**src/sv/axis_vector_rotation_defines.svh**
```systemverilog
// Assertion macros for the vector rotation RTL.
// Included by avr_cell, which checks its own pipeline behavior; no dependencies.
`ifndef AXIS_VECTOR_ROTATION_DEFINES_SVH
`define AXIS_VECTOR_ROTATION_DEFINES_SVH

// The consequent must hold in the same cycle as the antecedent.
`define AVR_ASSERT_SAME(label, clk, rst_n, ante, cons, msg) \
    label: assert property (@(posedge clk) disable iff (!rst_n) (ante) |-> (cons)) else $error(msg);

// The consequent must hold in the cycle after the antecedent.
`define AVR_ASSERT_NEXT(label, clk, rst_n, ante, cons, msg) \
    label: assert property (@(posedge clk) disable iff (!rst_n) (ante) |=> (cons)) else $error(msg);

`endif

```
**src/sv/avr_pkg.sv**
```systemverilog
// Shared types, constants and the arctangent table for the vector rotation block.
// No dependencies; every RTL module and the testbench import this package.
package avr_pkg;

    // Field widths of the beats and internal datapath widths.
    localparam int COORD_BITS = 32;
    localparam int ANGLE_BITS = 16;
    localparam int PHASE_BITS = 32;
    localparam int GUARD_BITS = 8;
    localparam int WORK_BITS  = COORD_BITS + GUARD_BITS + 3;

    // Gain correction: 1/K as unsigned Q0.32.
    localparam int GAIN_BITS = 32;
    localparam logic [GAIN_BITS-1:0] INV_GAIN = 32'd2608131496;

    // Magnitude path widths in the gain correction stages.
    localparam int MAG_BITS = (WORK_BITS > GAIN_BITS) ? WORK_BITS : GAIN_BITS + 1;
    localparam int HI_BITS  = MAG_BITS - GAIN_BITS;
    localparam int SUM_BITS = MAG_BITS + 1;
    localparam int RND_BITS = SUM_BITS - GUARD_BITS;

    // Rotation axis selector.
    typedef enum logic [1:0] {
        AXIS_X    = 2'd0,
        AXIS_Y    = 2'd1,
        AXIS_Z    = 2'd2,
        AXIS_NONE = 2'd3
    } t_axis;

    // Control that travels alongside the data in every pipeline stage before the output register.
    typedef struct packed {
        logic  valid;
        t_axis op;
    } t_flow;

    typedef struct packed {
        logic [1:0]                   op;
        logic signed [COORD_BITS-1:0] x_in;
        logic signed [COORD_BITS-1:0] y_in;
        logic signed [COORD_BITS-1:0] z_in;
        logic [ANGLE_BITS-1:0]        turn_angle;
    } t_in_beat;

    typedef struct packed {
        logic signed [COORD_BITS-1:0] x_out;
        logic signed [COORD_BITS-1:0] y_out;
        logic signed [COORD_BITS-1:0] z_out;
    } t_out_beat;

    // atan(2^-step) in 32-bit turns; zero once the angle drops below half an LSB.
    function automatic logic [PHASE_BITS-1:0] atan_turn(input int step);
        logic [PHASE_BITS-1:0] res;
        case (step)
            0:       res = 32'h2000_0000;
            1:       res = 32'h12E4_051E;
            2:       res = 32'h09FB_385B;
            3:       res = 32'h0511_11D4;
            4:       res = 32'h028B_0D43;
            5:       res = 32'h0145_D7E1;
            6:       res = 32'h00A2_F61E;
            7:       res = 32'h0051_7C55;
            8:       res = 32'h0028_BE53;
            9:       res = 32'h0014_5F2F;
            10:      res = 32'h000A_2F98;
            11:      res = 32'h0005_17CC;
            12:      res = 32'h0002_8BE6;
            13:      res = 32'h0001_45F3;
            14:      res = 32'h0000_A2FA;
            15:      res = 32'h0000_517D;
            16:      res = 32'h0000_28BE;
            17:      res = 32'h0000_145F;
            18:      res = 32'h0000_0A30;
            19:      res = 32'h0000_0518;
            20:      res = 32'h0000_028C;
            21:      res = 32'h0000_0146;
            22:      res = 32'h0000_00A3;
            23:      res = 32'h0000_0051;
            24:      res = 32'h0000_0029;
            25:      res = 32'h0000_0014;
            26:      res = 32'h0000_000A;
            27:      res = 32'h0000_0005;
            28:      res = 32'h0000_0003;
            29:      res = 32'h0000_0001;
            30:      res = 32'h0000_0001;
            default: res = '0;
        endcase
        return res;
    endfunction

endpackage

```
**src/sv/avr_cell.sv**
```systemverilog
// One CORDIC micro-rotation cell with its own pipeline register and handshake.
// Depends on avr_pkg and axis_vector_rotation_defines.svh.
`include "axis_vector_rotation_defines.svh"

module avr_cell #(
    parameter int STEP = 0
) (
    input  logic                                  i_clk,
    input  logic                                  i_rst_n,
    input  avr_pkg::t_flow                        i_flow,
    output logic                                  o_ready,
    input  logic [avr_pkg::COORD_BITS-1:0]        i_pass,
    input  logic signed [avr_pkg::WORK_BITS-1:0]  i_a,
    input  logic signed [avr_pkg::WORK_BITS-1:0]  i_b,
    input  logic signed [avr_pkg::PHASE_BITS-1:0] i_z,
    output avr_pkg::t_flow                        o_flow,
    input  logic                                  i_ready,
    output logic [avr_pkg::COORD_BITS-1:0]        o_pass,
    output logic signed [avr_pkg::WORK_BITS-1:0]  o_a,
    output logic signed [avr_pkg::WORK_BITS-1:0]  o_b,
    output logic signed [avr_pkg::PHASE_BITS-1:0] o_z
);
    import avr_pkg::*;

    localparam logic [PHASE_BITS-1:0] ATAN = atan_turn(STEP);
    // The residual angle never leaves an eighth of a turn on either side of zero.
    localparam logic signed [PHASE_BITS-1:0] Z_LIMIT = PHASE_BITS'(1) <<< (PHASE_BITS - 3);

    t_flow                        r_flow;
    logic [COORD_BITS-1:0]        r_pass;
    logic signed [WORK_BITS-1:0]  r_a;
    logic signed [WORK_BITS-1:0]  r_b;
    logic signed [PHASE_BITS-1:0] r_z;
    logic signed [WORK_BITS-1:0]  n_a;
    logic signed [WORK_BITS-1:0]  n_b;
    logic signed [PHASE_BITS-1:0] n_z;
    logic signed [WORK_BITS-1:0]  w_da;
    logic signed [WORK_BITS-1:0]  w_db;

    // The register takes a new beat when it is empty or its beat moves on.
    assign o_ready = !r_flow.valid || i_ready;

    // Rotate toward a zero residual; pass-through beats keep their pair.
    always_comb begin
        w_da = i_b >>> STEP;
        w_db = i_a >>> STEP;
        if (i_flow.op == AXIS_NONE) begin
            n_a = i_a;
            n_b = i_b;
            n_z = i_z;
        end else if (!i_z[PHASE_BITS-1]) begin
            n_a = i_a - w_da;
            n_b = i_b + w_db;
            n_z = i_z - ATAN;
        end else begin
            n_a = i_a + w_da;
            n_b = i_b - w_db;
            n_z = i_z + ATAN;
        end
    end

    // Control register.
    always_ff @(posedge i_clk) begin
        if (!i_rst_n) begin
            r_flow <= '0;
        end else if (o_ready) begin
            r_flow <= i_flow;
        end
    end

    // Data register.
    always_ff @(posedge i_clk) begin
        if (o_ready) begin
            r_pass <= i_pass;
            r_a    <= n_a;
            r_b    <= n_b;
            r_z    <= n_z;
        end
    end

    assign o_flow = r_flow;
    assign o_pass = r_pass;
    assign o_a    = r_a;
    assign o_b    = r_b;
    assign o_z    = r_z;

    `AVR_ASSERT_NEXT(a_hold_on_stall, i_clk, i_rst_n,
        r_flow.valid && !i_ready,
        r_flow.valid && $stable(r_a) && $stable(r_b) && $stable(r_z),
        "cell lost or changed a stalled beat")
    `AVR_ASSERT_SAME(a_residual_bound, i_clk, i_rst_n,
        r_flow.valid && r_flow.op != AXIS_NONE,
        (r_z <= Z_LIMIT) && (r_z >= -Z_LIMIT),
        "residual angle out of range")
    `AVR_ASSERT_SAME(a_bypass_aligned, i_clk, i_rst_n,
        r_flow.valid && r_flow.op == AXIS_NONE,
        (r_a[GUARD_BITS-1:0] == '0) && (r_b[GUARD_BITS-1:0] == '0),
        "pass-through pair was altered")

endmodule

```
**config.mk**
```make
export PLATFORM = sky130hd
export DESIGN_NAME = avr_cell
export DESIGN_NICKNAME = d
export VERILOG_FILES = /design/src/sv/avr_pkg.sv /design/src/sv/avr_cell.sv
export VERILOG_INCLUDE_DIRS = /design/src /design/src/sv
export SDC_FILE = /design/constraint.sdc
export NUM_CORES = 1
export LEC_CHECK = 0
export CORE_MARGIN = 5
export CORE_UTILIZATION = 60
export DETAILED_ROUTE_END_ITERATION = 12
export DONT_BUFFER_PORTS = 1
export PLACE_DENSITY = 0.79
export SYNTH_ARGS = -nofsm -noshare
export SYNTH_HDL_FRONTEND = slang
export SYNTH_SLANG_ARGS = --single-unit
```
**constraint.sdc**
```tcl
create_clock -name i_clk -period 4.9 [get_ports i_clk]
set_input_delay 0.735 -clock i_clk [delete_from_list [all_inputs] [get_ports i_clk]]
set_output_delay 0.735 -clock i_clk [all_outputs]
set_load 0.01 [all_outputs]
```
; After elaboration in Yosys (flattened, before gate mapping)
; Cells that the tools add are included.
; Widths: inputs -> output; s select.
[op_classes]
n_addsub = 5
n_eq_ne = 1
muxes = 6
reduce_logical = 2
[op_table]
columns = cell, n
row1 = $mux 43, 4
row2 = $sub 43x43->43, 2
row3 = $mux 32, 2
row4 = $add 43x43->43, 1
row5 = $add 32x30->32 const B, 1
row6 = $sub 32x30->32 const B, 1
row7 = $eq 2x2->1 const B, 1
row8 = $logic_not 1->1, 1
row9 = $logic_or 1x1->1, 1
[word_totals]
reg_bits = 153
wordCells = 20

; Longest topological paths before layout
[logic_depth]
word_depth = 3
depth_mapped = 14
depth_no_buf = 13

; Worst setup path after synthesis
; OpenSTA, ideal clock, no wires.
[synth_path]
path_kind = input -> output
startpoint = input i_ready
endpoint = output o_ready
arrival_ns = 4.497
required_time_ns = 4.165
path_slack_ns = -0.332
path_stages = 1
n_path_buf = 0
cell_sequence = nand2b_1
[synth_between]
elab_chain_len = 1
[synth_rtl]
columns = element, line_no
row1 = from (decl), avr_cell.sv:17  ; input logic i_ready,
row2 = $logic_or 1x1->1, avr_cell.sv:41  ; assign o_ready = !r_flow.valid || i_ready;
row3 = to (decl), avr_cell.sv:11  ; output logic o_ready,
; Every way passes these cells.

; Final worst setup path
[layout_path]
startpoint = input i_a[10] (netlist name)
endpoint = register r_a[41] (netlist: o_a[41]), data pin
[layout_between]
elab_chain_len = 3
[layout_rtl]
columns = element, line_no
row1 = from (decl), avr_cell.sv:13  ; input logic signed [avr_pkg::WORK_BITS-1:0] i_a,
row2 = $sub 43x43->43 / $add 43x43->43 (equally long branches), "avr_cell.sv:52, avr_cell.sv:56"
row3 = $mux 43 *, avr_cell.sv:51  ; end else if (!i_z[PHASE_BITS-1]) begin
row4 = $mux 43 *, avr_cell.sv:47  ; if (i_flow.op == AXIS_NONE) begin
row5 = via n_a[41], avr_cell.sv:34  ; logic signed [WORK_BITS-1:0] n_a;
row6 = to (signal assigned), avr_cell.sv:75  ; r_a <= n_a;
row7 = to (decl), avr_cell.sv:31  ; logic signed [WORK_BITS-1:0] r_a;
; Mark *: on every way through the listed nets, which the timed path passes. The rest lies on a longest branch.
; A chain may end at the register's enable or synchronous reset.

==> results.md <==
- Setup TNS: 0 ns
- Final hold slack: 0.389 ns
- Status: finished, final reports clean
- Layout cells sized above 1: 4.79%
- Register area share after synthesis: 33.1%
- Worst hold path type: primary input to flip-flop
- Iter 0 DRT Violations: 1213
- Worst-path cell chain: inv_1, ha_1, or4_4, or3_4, nor3_2, o21ai_2, a2111oi_0, a211o_2, a211oi_1, o22ai_1, xor2_1, a21oi_1
- Initial Utilization: 60.9%
- Synth Area in Compound Gates: 25.5%
- Simple-gate share of the synthesized area: 14.9%
- Core area: 22600 um2
- H-tree depth: 4
- #FFs+latches synth: 153
- # hold bufs at CTS: 0
- PostCTS Resize Cnt: 0
- Delay-heaviest family, CP: compound AO/OA/AOI/OAI gates
- DR vias/cell: 6.64
- Vias in the first global route: 12100
- Largest family of logic cells by synthesized area: compound AO/OA/AOI/OAI gates
- Antenna diodes: 0
- Initial antenna violation count: 2
- Worst Tran Pin Value: 1.06 ns
- Asr flop ratio synth: 0%
- CTS tree: yes
- Final Hold Viols: 0
- Net load switching power: 1.64 mW
- RSZ-0062 raised after global routing: no
- Post-DP HPWL: 36100 um
- Comb power frac: 28.0%
- TritonCTS Buffers: 17
- Clock Power Share: 31.7%
- Slowest CP cell: or4_4
- EDFF count, synth: 150
- Power per standard cell area: 315 nW/um2
- Wire per inst: 24.3 um
- Post-CTS Setup Repair Bufs: 0
- Clock latency on the worst-skew pair: 0.44 ns
- Largest net degree at the start of global routing: 94
- Mux cell area share after synthesis: 2.41%
- # clock sinks: 153
- Reg power frac: 40.3%
- Predominant post-synthesis flop cell: edfxtp_1
- Remaining DRCs: 0
- Die ar.: 26100 um2
- Tcrit/Tclk final: 78.9%
- Static leakage: 6.13 nW
- Mapped cell area: 13800 um2
- Setup slack at placement: 0.740 ns
- Relative slew slack: 29.2%
- CTS Root Cell: clkbuf_16
- Ys Warns: 0
- Skew final: 0.00845 ns
- I/O pins: 310
- Post-synth cell types: 75
- Die X: 162 um
- Utilization after layout: 64.6%
- Total gr overflow: 0
- Crit path launch type: primary input
- Worst path bufs/invs: 1
- Setup violations, final: 0
- Worst path required time: 5.05 ns
- DRT Pass-1 Iters: 5
- Die Ht: 162 um
- Critical path arrival: 4.02 ns
- Switching share of power: 35.6%
- Tot Pwr: 4.61 mW
- Max-slew violations: 0
- Maximum clock insertion buffer count: 2
- Syn Nets: 1935
- Setup crit end kind: flip-flop
- Fmax: 0.259 GHz
- Number of max-cap violations: 0
- Crit path time final: 3.87 ns
- Gate Count Post-Synth: 1634
- GRT Util Overall: 34.1%
- Crit Path Max Fanout: 16
- Clock slew at reported path FFs: 0.07 ns
- First-pass GRT wire length: 70400 um
- Cell Int Power: 2.97 mW
- Layout filler cell count: 1892
- # rows: 55
- Maximum vdd drop: 0.239 mV
- Area growth syn-to-layout: 6.13%
- Synth Area per Inst: 8.44 um2
- Crit path setup slack, layout: 1.03 ns
- Final-stage net count: 1894
- GP Congestion: 1.06
- Crit Path Category: primary input to flip-flop
- Xor and xnor area share after synthesis: 4.96%
- Crit path largest cell delay: 0.66 ns
- Overall routed net length: 46000 um
- Adder-cell share of the synthesized area: 13.4%
- IO buf count: 0
- Vias: 12500
- Final ANT Viol Nets: 0
==> power by group through the flow <==
stage	registers [mW]	logic [mW]	clock network, mW
floorplan	1.85	0.919	0
global placement	1.89	1.24	0
detailed placement	1.89	1.25	0
CTS	1.86	1.26	1.47
global route	1.87	1.40	1.53
finish	1.86	1.29	1.46
==> state kept, by name (all words and copies together), names as in the netlist <==
name	cells
o_a	43
o_b	43
o_flow	3
o_pass	32
o_z	32
==> final cells by class <==
type	instances	area [um2]	area share, %
Clock buffer	17	425	2.91
Sequential cell	153	4560	31.2
Clock inverter	15	201	1.38
Timing Repair Buffer	18	148	1.01
Multi-Input combinational cell	1271	8440	57.7
Inverter	132	495	3.39
Tap cell	285	357	2.44
==> layout by cell type, fill, tap and decap left out, types with 9 or more instances in the layout <==
| master | netlist | routed |
|---|---|---|
| mux2i_1 | 31 | 31 |
| a31oi_1 | 15 | 15 |
| nand4_1 | 15 | 15 |
| nand2_1 | 117 | 116 |
| inv_1 | 125 | 125 |
| o21bai_1 | 35 | 35 |
| nor4_1 | 11 | 11 |
| edfxtp_1 | 150 | 150 |
| a21oi_1 | 218 | 218 |
| xor2_1 | 13 | 13 |
| o211ai_1 | 20 | 20 |
| and2_1 | 13 | 12 |
| a211oi_1 | 10 | 10 |
| o21ai_0 | 145 | 145 |
| a21o_1 | 41 | 41 |
| clkbuf_16 | 0 | 17 |
| or3_1 | 13 | 13 |
| nor2b_1 | 25 | 25 |
| nand3_1 | 22 | 22 |
| nor3_1 | 29 | 29 |
| xnor2_1 | 65 | 65 |
| buf_4 | 0 | 17 |
| o31ai_1 | 18 | 18 |
| ha_1 | 141 | 141 |
| nand2b_1 | 10 | 9 |
| nor2_1 | 147 | 147 |
| o21a_1 | 14 | 14 |
==> synth_stat cells (all sizes together), types with 25 or more instances <==
cell	number	share of area [%]
nand2	117	3.2
inv	127	3.5
ha	141	13
o21bai	35	1.9
o21ai	151	5.5
xnor2	65	4.1
nor3	30	1.1
clkbuf	58	1.6
mux2i	31	2.3
a21oi	219	8.0
edfxtp	150	33
nor2b	25	1.1
a21o	41	2.2
nor2	147	4.0
==> per-layer routing <==
layer / GRT usage, % / share of wire (%)
met4: 10.5 / 3.1
met5: 0 / 0.015
met2: 58.0 / 48
met3: 7.91 / 9.5
met1: 43.2 / 40
==> cell families after synthesis <==
kind of cell / after synthesis
buffers and inverters: 210
AOI/OAI and AO/OA: 580
muxes: 32
and+or+nand+nor: 436
xor gates and xnor gates: 78
DFF: 153
adders and majority gates: 145
==> path summary, 6_finish.rpt <==
| kind | startpoint | endpoint | slack (ns) | cells after the start |
|---|---|---|---|---|
| setup / recovery | i_a[10] | o_a[41] | 1.03 | 12 |
| hold / removal | i_pass[26] | o_pass[26] | 0.39 | 0 |
| setup reg to reg | o_flow[2] | o_z[20] | 2.94 | 2 |
| hold reg to reg | o_flow[1] | o_flow[1] | 0.57 | 2 |
==> through the flow <==
stage | std cells | cell area [um2]
finish | 1891 | 14600
floorplan | 1634 | 13800
global placement | 1859 | 14000
detailed placement | 1859 | 14000
CTS | 1891 | 14600
global route | 1891 | 14600
Note: power is estimated with default switching activity, not from simulation.
