`src/sv/axis_vector_rotation_defines.svh`:
```
// Assertion macros for the vector rotation RTL.
// Included by avr_cell, which checks its own pipeline behavior; no dependencies.
`ifndef AXIS_VECTOR_ROTATION_DEFINES_SVH
`define AXIS_VECTOR_ROTATION_DEFINES_SVH

// The consequent must hold in the same cycle as the antecedent.
`define AVR_ASSERT_SAME(label, clk, rst_n, ante, cons, msg) \
    label: assert property (@(posedge clk) disable iff (!rst_n) (ante) |-> (cons)) else $error(msg);

// The consequent must hold in the cycle after the antecedent.
`define AVR_ASSERT_NEXT(label, clk, rst_n, ante, cons, msg) \
    label: assert property (@(posedge clk) disable iff (!rst_n) (ante) |=> (cons)) else $error(msg);

`endif

```
`src/sv/avr_pkg.sv`:
```
// Shared types, constants and the arctangent table for the vector rotation block.
// No dependencies; every RTL module and the testbench import this package.
package avr_pkg;

    // Field widths of the beats and internal datapath widths.
    localparam int COORD_BITS = 32;
    localparam int ANGLE_BITS = 16;
    localparam int PHASE_BITS = 32;
    localparam int GUARD_BITS = 8;
    localparam int WORK_BITS  = COORD_BITS + GUARD_BITS + 3;

    // Gain correction: 1/K as unsigned Q0.32.
    localparam int GAIN_BITS = 32;
    localparam logic [GAIN_BITS-1:0] INV_GAIN = 32'd2608131496;

    // Magnitude path widths in the gain correction stages.
    localparam int MAG_BITS = (WORK_BITS > GAIN_BITS) ? WORK_BITS : GAIN_BITS + 1;
    localparam int HI_BITS  = MAG_BITS - GAIN_BITS;
    localparam int SUM_BITS = MAG_BITS + 1;
    localparam int RND_BITS = SUM_BITS - GUARD_BITS;

    // Rotation axis selector.
    typedef enum logic [1:0] {
        AXIS_X    = 2'd0,
        AXIS_Y    = 2'd1,
        AXIS_Z    = 2'd2,
        AXIS_NONE = 2'd3
    } t_axis;

    // Control that travels alongside the data in every pipeline stage before the output register.
    typedef struct packed {
        logic  valid;
        t_axis op;
    } t_flow;

    typedef struct packed {
        logic [1:0]                   op;
        logic signed [COORD_BITS-1:0] x_in;
        logic signed [COORD_BITS-1:0] y_in;
        logic signed [COORD_BITS-1:0] z_in;
        logic [ANGLE_BITS-1:0]        turn_angle;
    } t_in_beat;

    typedef struct packed {
        logic signed [COORD_BITS-1:0] x_out;
        logic signed [COORD_BITS-1:0] y_out;
        logic signed [COORD_BITS-1:0] z_out;
    } t_out_beat;

    // atan(2^-step) in 32-bit turns; zero once the angle drops below half an LSB.
    function automatic logic [PHASE_BITS-1:0] atan_turn(input int step);
        logic [PHASE_BITS-1:0] res;
        case (step)
            0:       res = 32'h2000_0000;
            1:       res = 32'h12E4_051E;
            2:       res = 32'h09FB_385B;
            3:       res = 32'h0511_11D4;
            4:       res = 32'h028B_0D43;
            5:       res = 32'h0145_D7E1;
            6:       res = 32'h00A2_F61E;
            7:       res = 32'h0051_7C55;
            8:       res = 32'h0028_BE53;
            9:       res = 32'h0014_5F2F;
            10:      res = 32'h000A_2F98;
            11:      res = 32'h0005_17CC;
            12:      res = 32'h0002_8BE6;
            13:      res = 32'h0001_45F3;
            14:      res = 32'h0000_A2FA;
            15:      res = 32'h0000_517D;
            16:      res = 32'h0000_28BE;
            17:      res = 32'h0000_145F;
            18:      res = 32'h0000_0A30;
            19:      res = 32'h0000_0518;
            20:      res = 32'h0000_028C;
            21:      res = 32'h0000_0146;
            22:      res = 32'h0000_00A3;
            23:      res = 32'h0000_0051;
            24:      res = 32'h0000_0029;
            25:      res = 32'h0000_0014;
            26:      res = 32'h0000_000A;
            27:      res = 32'h0000_0005;
            28:      res = 32'h0000_0003;
            29:      res = 32'h0000_0001;
            30:      res = 32'h0000_0001;
            default: res = '0;
        endcase
        return res;
    endfunction

endpackage

```
`src/sv/avr_finish.sv`:
```
// Gain correction, rounding, saturation and output register for the rotated pair.
// Depends on avr_pkg.
module avr_finish (
    input  logic                                 i_clk,
    input  logic                                 i_rst_n,
    input  avr_pkg::t_flow                       i_flow,
    output logic                                 o_ready,
    input  logic [avr_pkg::COORD_BITS-1:0]       i_pass,
    input  logic signed [avr_pkg::WORK_BITS-1:0] i_a,
    input  logic signed [avr_pkg::WORK_BITS-1:0] i_b,
    output logic                                 o_valid,
    input  logic                                 i_ready,
    output avr_pkg::t_out_beat                   o_data
);
    import avr_pkg::*;

    localparam logic [RND_BITS-1:0] POS_MAX = RND_BITS'((64'd1 << (COORD_BITS - 1)) - 64'd1);
    localparam logic [RND_BITS-1:0] NEG_MAX = RND_BITS'(64'd1 << (COORD_BITS - 1));
    localparam logic [SUM_BITS-1:0] HALF    = SUM_BITS'(1) << (GUARD_BITS - 1);

    // Stage 1: sign and magnitude.
    t_flow                 r_flow1;
    logic [COORD_BITS-1:0] r_pass1;
    logic                  r_neg1 [2];
    logic [MAG_BITS-1:0]   r_mag1 [2];
    logic [COORD_BITS-1:0] r_raw1 [2];
    // Stage 2: partial products with 1/K.
    t_flow                 r_flow2;
    logic [COORD_BITS-1:0] r_pass2;
    logic                  r_neg2 [2];
    logic [MAG_BITS-1:0]   r_phi2 [2];
    logic [GAIN_BITS-1:0]  r_plo2 [2];
    logic [COORD_BITS-1:0] r_raw2 [2];
    // Stage 3: rounded magnitude.
    t_flow                 r_flow3;
    logic [COORD_BITS-1:0] r_pass3;
    logic                  r_neg3 [2];
    logic [RND_BITS-1:0]   r_rnd3 [2];
    logic [COORD_BITS-1:0] r_raw3 [2];
    // Stage 4: output register.
    logic                  r_out_valid;
    t_out_beat             r_out_data;

    logic                        w_rdy1;
    logic                        w_rdy2;
    logic                        w_rdy3;
    logic                        w_rdy4;
    logic signed [WORK_BITS-1:0] w_in [2];
    logic [MAG_BITS-1:0]         n_mag [2];
    logic [COORD_BITS-1:0]       n_raw [2];
    logic [MAG_BITS-1:0]         n_phi [2];
    logic [2*GAIN_BITS-1:0]      w_plo [2];
    logic [SUM_BITS-1:0]         w_sum [2];
    logic [COORD_BITS-1:0]       w_lim [2];
    logic [COORD_BITS-1:0]       w_val [2];
    t_out_beat                   n_out_data;

    // Backpressure: each stage loads when empty or when its beat moves on.
    assign w_rdy4  = !r_out_valid || i_ready;
    assign w_rdy3  = !r_flow3.valid || w_rdy4;
    assign w_rdy2  = !r_flow2.valid || w_rdy3;
    assign w_rdy1  = !r_flow1.valid || w_rdy2;
    assign o_ready = w_rdy1;

    // Per-lane arithmetic of all four stages.
    always_comb begin
        w_in[0] = i_a;
        w_in[1] = i_b;
        for (int l = 0; l < 2; l++) begin
            n_mag[l] = MAG_BITS'(w_in[l][WORK_BITS-1] ? -w_in[l] : w_in[l]);
            n_raw[l] = w_in[l][COORD_BITS+GUARD_BITS-1:GUARD_BITS];
            n_phi[l] = MAG_BITS'(r_mag1[l][MAG_BITS-1 -: HI_BITS]) * MAG_BITS'(INV_GAIN);
            w_plo[l] = (2*GAIN_BITS)'(r_mag1[l][GAIN_BITS-1:0]) * (2*GAIN_BITS)'(INV_GAIN);
            w_sum[l] = SUM_BITS'(r_phi2[l]) + SUM_BITS'(r_plo2[l]) + HALF;
            // Saturate the magnitude to the limit of its sign, then put the sign back.
            if (r_neg3[l]) begin
                w_lim[l] = (r_rnd3[l] > NEG_MAX) ? NEG_MAX[COORD_BITS-1:0]
                                                 : r_rnd3[l][COORD_BITS-1:0];
                w_val[l] = -w_lim[l];
            end else begin
                w_lim[l] = (r_rnd3[l] > POS_MAX) ? POS_MAX[COORD_BITS-1:0]
                                                 : r_rnd3[l][COORD_BITS-1:0];
                w_val[l] = w_lim[l];
            end
            if (r_flow3.op == AXIS_NONE) begin
                w_val[l] = r_raw3[l];
            end
        end
    end

    // Put the pair back on the axes it came from.
    always_comb begin
        case (r_flow3.op)
            AXIS_X: begin
                n_out_data.x_out = r_pass3;
                n_out_data.y_out = w_val[0];
                n_out_data.z_out = w_val[1];
            end
            AXIS_Y: begin
                n_out_data.x_out = w_val[1];
                n_out_data.y_out = r_pass3;
                n_out_data.z_out = w_val[0];
            end
            default: begin
                n_out_data.x_out = w_val[0];
                n_out_data.y_out = w_val[1];
                n_out_data.z_out = r_pass3;
            end
        endcase
    end

    // Control registers.
    always_ff @(posedge i_clk) begin
        if (!i_rst_n) begin
            r_flow1     <= '0;
            r_flow2     <= '0;
            r_flow3     <= '0;
            r_out_valid <= 1'b0;
        end else begin
            if (w_rdy1) begin
                r_flow1 <= i_flow;
            end
            if (w_rdy2) begin
                r_flow2 <= r_flow1;
            end
            if (w_rdy3) begin
                r_flow3 <= r_flow2;
            end
            if (w_rdy4) begin
                r_out_valid <= r_flow3.valid;
            end
        end
    end

    // Data registers.
    always_ff @(posedge i_clk) begin
        if (w_rdy1) begin
            r_pass1 <= i_pass;
        end
        if (w_rdy2) begin
            r_pass2 <= r_pass1;
        end
        if (w_rdy3) begin
            r_pass3 <= r_pass2;
        end
        for (int l = 0; l < 2; l++) begin
            if (w_rdy1) begin
                r_neg1[l] <= w_in[l][WORK_BITS-1];
                r_mag1[l] <= n_mag[l];
                r_raw1[l] <= n_raw[l];
            end
            if (w_rdy2) begin
                r_neg2[l] <= r_neg1[l];
                r_phi2[l] <= n_phi[l];
                r_plo2[l] <= w_plo[l][2*GAIN_BITS-1:GAIN_BITS];
                r_raw2[l] <= r_raw1[l];
            end
            if (w_rdy3) begin
                r_neg3[l] <= r_neg2[l];
                r_rnd3[l] <= w_sum[l][SUM_BITS-1:GUARD_BITS];
                r_raw3[l] <= r_raw2[l];
            end
        end
        if (w_rdy4) begin
            r_out_data <= n_out_data;
        end
    end

    assign o_valid = r_out_valid;
    assign o_data  = r_out_data;

endmodule

```
`config.mk`:
```
export PLATFORM = sky130hd
export DESIGN_NAME = avr_finish
export DESIGN_NICKNAME = d
export VERILOG_FILES = /design/src/sv/axis_vector_rotation_defines.svh /design/src/sv/avr_pkg.sv /design/src/sv/avr_finish.sv
export SDC_FILE = /design/constraint.sdc
export NUM_CORES = 2
export LEC_CHECK = 0
export ABC_AREA = 1
export BUFFER_PORTS_ARGS = -buffer_cell sky130_fd_sc_hd__buf_2
export CORE_MARGIN = 4
export CORE_UTILIZATION = 35
export DETAILED_ROUTE_END_ITERATION = 10
export PLACE_DENSITY = 0.51
export SLEW_MARGIN = 10
export SYNTH_ARGS = -nofsm -noshare
export SYNTH_HDL_FRONTEND = slang
export SYNTH_SLANG_ARGS = --single-unit
```
`constraint.sdc`:
```
create_clock -name i_clk -period 20.7 [get_ports i_clk]
set_input_delay 1.035 -clock i_clk [delete_from_list [all_inputs] [get_ports i_clk]]
set_output_delay 1.035 -clock i_clk [all_outputs]
set_load 0.01 [all_outputs]
```
### Word-level counts from Yosys, hierarchy flattened

Memory sizes are Yosys's and may differ from the RTL's.
Index checks and enable logic that the tools add are counted.

* reduce and logical (&&, ||, !) cells: 9
* order comparisons: 4
* add/sub/neg operators: 8
* multipliers: 4
* muxes and demuxes: 17
* eq/ne operators: 2

Operators with widths (count)
* $mux 32: 8
* $pmux 96 s2: 1
* $mul 32x29->61 const B: 2
* $add 43x32->44: 2
* $add 44x8->44 const B: 2
* $mux 43: 2
* $neg 43->43: 2
* $mul 11x29->40 const B: 2
* $gt 36x31->1 const B: 2
* $gt 36x32->1 const B: 2
* $neg 32->32: 2
* $mux 1: 6
* $logic_not 1->1: 4
* $logic_or 1x1->1: 4
* $eq 2x1->1 const B: 1
* $eq 2x2->1 const B: 1
* $logic_not 2->1: 1

* output and inout bits: 98
* memories kept: 10
* memory bits (writable): 500
* input port bits: 124
* register bits: 202
* logic and storage cells: 67

Memory list
* r_mag1: depth 2, width 43, read ports 2, clocked after memory_dff 0, write ports 2, line avr_finish.sv:25 `logic [MAG_BITS-1:0] r_mag1 [2];`
* r_phi2: depth 2, width 40, read ports 2, clocked after memory_dff 0, write ports 2, line avr_finish.sv:31 `logic [MAG_BITS-1:0] r_phi2 [2];`
* r_rnd3: depth 2, width 36, read ports 2, clocked after memory_dff 0, write ports 2, line avr_finish.sv:38 `logic [RND_BITS-1:0] r_rnd3 [2];`
* r_plo2: depth 2, width 32, read ports 2, clocked after memory_dff 0, write ports 2, line avr_finish.sv:32 `logic [GAIN_BITS-1:0] r_plo2 [2];`
* r_raw1: depth 2, width 32, read ports 2, clocked after memory_dff 0, write ports 2, line avr_finish.sv:26 `logic [COORD_BITS-1:0] r_raw1 [2];`
* r_raw2: depth 2, width 32, read ports 2, clocked after memory_dff 0, write ports 2, line avr_finish.sv:33 `logic [COORD_BITS-1:0] r_raw2 [2];`
* 4 more memories

### Logic depth before layout (Yosys ltp)

* word-level depth: 7
* mapped depth: 29

### Least setup slack after synthesis

OpenSTA, ideal clock, no wires.

* kind: in2out
* start: in i_ready
* end: out o_ready
* path slack: 3690 ps
* cell stages on the path: 8
* buffers on the path: 0
* data arrival time: 15975 ps
* required time: 19665 ps
* cell sequence: nor2_1 -> inv_1 -> nor2_1 -> inv_1 -> nor2_1 -> inv_1 -> nor2_1 -> inv_1

* word-level cells in the longest chain between the ends: 4

RTL lines
* from (decl): line avr_finish.sv:12 `input logic i_ready,`
* $logic_or 1x1->1: line avr_finish.sv:59 `assign w_rdy4 = !r_out_valid || i_ready;`
* via w_rdy4: line avr_finish.sv:47 `logic w_rdy4;`
* $logic_or 1x1->1: line avr_finish.sv:60 `assign w_rdy3 = !r_flow3.valid || w_rdy4;`
* via w_rdy3: line avr_finish.sv:46 `logic w_rdy3;`
* $logic_or 1x1->1: line avr_finish.sv:61 `assign w_rdy2 = !r_flow2.valid || w_rdy3;`
* via w_rdy2: line avr_finish.sv:45 `logic w_rdy2;`
* $logic_or 1x1->1: line avr_finish.sv:62 `assign w_rdy1 = !r_flow1.valid || w_rdy2;`
* to (decl): line avr_finish.sv:7 `output logic o_ready,`

The timed path passes the listed nets, and every way through them passes these cells.

==> results.py <==
metrics = {
    "yosys": {
        "ys_ff_latch": 696,
        "ys_seq_area_frac": 0.2533,
        "synth_nets": 10840,
        "synthFlopType": "edfxtp_1",
        "yosys_warnings": 0,
        "synth_edf_count": 686,
        "synth_area_mm2": 0.08210,
        "postSynthAreaPerCell_um2": 9.628,
        "async_flop_share": 0,
        "postSynthCellCount": 8527,
        "synth_cell_types": 67,
    },
    "worst_setup_path": {
        "path_max_fanout": 7,
        "cp_slowest_stage_delay_ns": 0.68,
        "worstSetupEndpointType": "register",
        "crit_arrival_ns": 8.02,
        "r2r-end": "r_plo2[0][53]",
        "rrSetupSlack_ns": 13.16,
        "crit_slowest_cell": "edfxtp_1",
        "path_cells": "inv_1, fa_1, fa_1, inv_1, fa_1, inv_1, fa_1, inv_1, fa_1, fa_1, fa_1, inv_1, fa_1, inv_1, ha_1, nand2_1, nor2_1, inv_1, nor4_1, nand3_1, nand3_1, a21oi_1, o21ai_0, xor2_1",
        "crit_required_ns": 21.18,
        "crit_path_frequent_cell": "fa_1",
        "r2r-start": "r_mag1[0][48]",
        "crit_family": "adder cells",
        "start_kind": "register",
        "worst_r2r_path_depth": 24,
        "worst-setup-path-type": "register to register",
        "critPathBufInv": 7,
    },
    "grt": {
        "grt_pass1_wl_um": 418800,
        "antenna_found_initial": 9,
        "grt_usage": 0.2329,
        "grt_max_degree": 110,
        "grt_util_met2": 0.4046,
        "overflow": 0,
        "grtUsageMet1": 0.3014,
        "grt-busiest-layer": "met2",
        "grtUsageMet3": 0.02338,
        "first_global_vias": 63230,
    },
    "hold_path": {
        "hold_path.class": "register to register",
        "holdPathStages": 0,
        "min_to": "r_pass3[14]",
        "min_from": "r_pass2[14]",
    },
    "detailed_routing": {
        "drc_errors": 0,
        "vias": 58310,
        "drtIter0Drc": 3646,
        "post_drt_wl_per_cell_um": 23.39,
        "drt-total-wl_um": 280500,
        "ant_nets": 0,
        "drt_first_pass_iters": 6,
        "viasPerCell": 4.862,
    },
    "clock_network": {
        "root_buffer": "clkbuf_16",
        "ctsResizeCount": 0,
        "cts_setup_buffers": 0,
        "cts_buffers": 84,
        "cts_sinks": 696,
        "cts.htree.levels": 3,
        "postCtsHoldBufs": 0,
        "cts_tree": "built",
        "cts.clk_slew.worst_paths_ns": 0.06,
        "insertion_delay_ns": 0.75,
        "cts_buffer_depth": 3,
    },
    "sta": {
        "worst_pin_slew_ns": 1.113,
        "hold_viol": 0,
        "fin_crit_sh": 0.3644,
        "timing.setup.tns_ns": 0,
        "max_freq_ghz": 0.1326,
        "final_max_slew_viol_count": 0,
        "skew_ns": 0.09983,
        "timing.final.crit_period_ns": 7.544,
        "slew_headroom": 0.2504,
        "setup_viol": 0,
        "grt_setup_unrepaired": "no",
    },
    "placed_design": {
        "io_buffers": 221,
        "place_congestion": 0.9480,
        "dp_hpwl_um": 241700,
    },
    "cells_and_area": {
        "nets": 11100,
        "final_cell_mix": "inv_1 (2229), fa_1 (1138), ha_1 (1046)",
        "syn2layout_area_growth_pct": 9.409,
        "final.fill_count": 23710,
        "mostFrequentLayoutCell": "inv_1",
        "drive_above_1_share": 0.05084,
    },
    "job": {
        "maxCapViolCount": 0,
    },
    "floorplanning": {
        "initial_core_util": 0.3524,
        "die_x_um": 492.3,
        "die_y_um": 492.3,
        "core_mm2": 0.2330,
        "dieArea_mm2": 0.2424,
        "num_io_pins": 222,
        "num_rows": 177,
    },
    "status": {
        "status": "finished clean",
    },
}
-- metal layers --
layer,vias up,wire length (µm)
met5,-,0
met4,0,12420
met3,321,10640
met2,1413,137400
met1,29140,120000
li1,27430,-
-- area by class of cell --
class	instances	area, µm²	share of cell area
antenna	10	25.02	0.0002786
clock buffer	93	2136	0.02378
clock inverter	57	620.6	0.006909
inverter	2242	8441	0.09397
multi-input combinational	5506	52500	0.5845
sequential	696	20800	0.2316
tap	3132	3919	0.04363
timing repair buffer	258	1384	0.01541
-- state kept, by name, summed over array words and instances (netlist names), 3 cells and up --
name / flops
o_data: 96
r_mag1: 86
r_phi2: 80
r_rnd3: 72
r_raw1: 64
r_raw2: 64
r_raw3: 64
r_plo2: 58
r_pass1: 32
r_pass2: 32
r_pass3: 32
r_flow1: 3
r_flow2: 3
r_flow3: 3
-- cell usage after synthesis, types with 6 or more instances --
master / count / area (µm²)
a21o_1: 36 / 270.3
fa_1: 1138 / 22780
o41ai_1: 27 / 236.5
or2_2: 11 / 68.82
o31ai_1: 26 / 195.2
a21boi_0: 13 / 97.59
clkbuf_1: 55 / 206.5
o21a_1: 23 / 172.7
dfxtp_1: 10 / 200.2
o21ai_1: 25 / 125.1
o211ai_1: 52 / 390.4
nand3_2: 10 / 100.1
nand3_1: 256 / 1281
nor2_2: 11 / 68.82
a31oi_1: 74 / 462.9
nor4_1: 27 / 168.9
nor2_1: 656 / 2462
inv_1: 2234 / 8386
o221ai_1: 9 / 78.83
o21bai_1: 16 / 120.1
nand2_1: 1031 / 3870
xor2_1: 181 / 1585
nor3_1: 49 / 245.2
buf_2: 14 / 70.07
nand3b_1: 9 / 67.56
buf_6: 6 / 67.56
and3_1: 6 / 37.54
xnor2_1: 95 / 832.1
o21ai_0: 258 / 1291
a21oi_1: 328 / 1642
edfxtp_1: 686 / 20600
ha_1: 1046 / 13090
nand4_1: 32 / 200.2
a221oi_1: 8 / 70.07
-- cells by family (layout without fill, tap and decap cells) --
family	after synthesis	after routing	synth area share
mux	2	2	0.0002438
buf+inv	2325	2650	0.1074
xor+xnor	276	276	0.02944
flops	696	696	0.2533
fa+ha+maj	2184	2184	0.4369
other cells	0	10	0
simple gates	2113	2113	0.1059
compound gates	931	931	0.06681
-- worst max-delay path by stage --
stage	depth (start not counted)	slack, ns	end	start
final	24	13.16	r_plo2[0][53]	r_mag1[0][48]
after global routing	24	12.68	r_plo2[0][53]	r_mag1[0][48]
after CTS	24	13.06	r_plo2[0][53]	r_mag1[0][48]
after detailed placement	24	13.08	r_plo2[0][53]	r_mag1[0][48]
after global placement	24	13.12	r_plo2[0][55]	r_mag1[0][48]
after floorplan	8	3.69	o_ready	i_ready
-- metrics by stage --
stage,util,hold slack [ns],setup slack [ns],cell area [µm²],cells
2_1_floorplan,-,0.4003,3.690,82100,8527
3_3_place_gp,0.3736,0.4043,13.12,87040,11830
3_5_place_dp,0.3736,0.4045,13.08,87040,11830
4_1_cts,0.3854,0.3827,13.06,89800,11980
5_1_grt,0.3855,0.3877,12.68,89810,11990
6_report,0.3856,0.3827,13.16,89830,11990
Power is not shown: default switching activity piles up to over one toggle a cycle in this logic, so the estimate is an artifact.
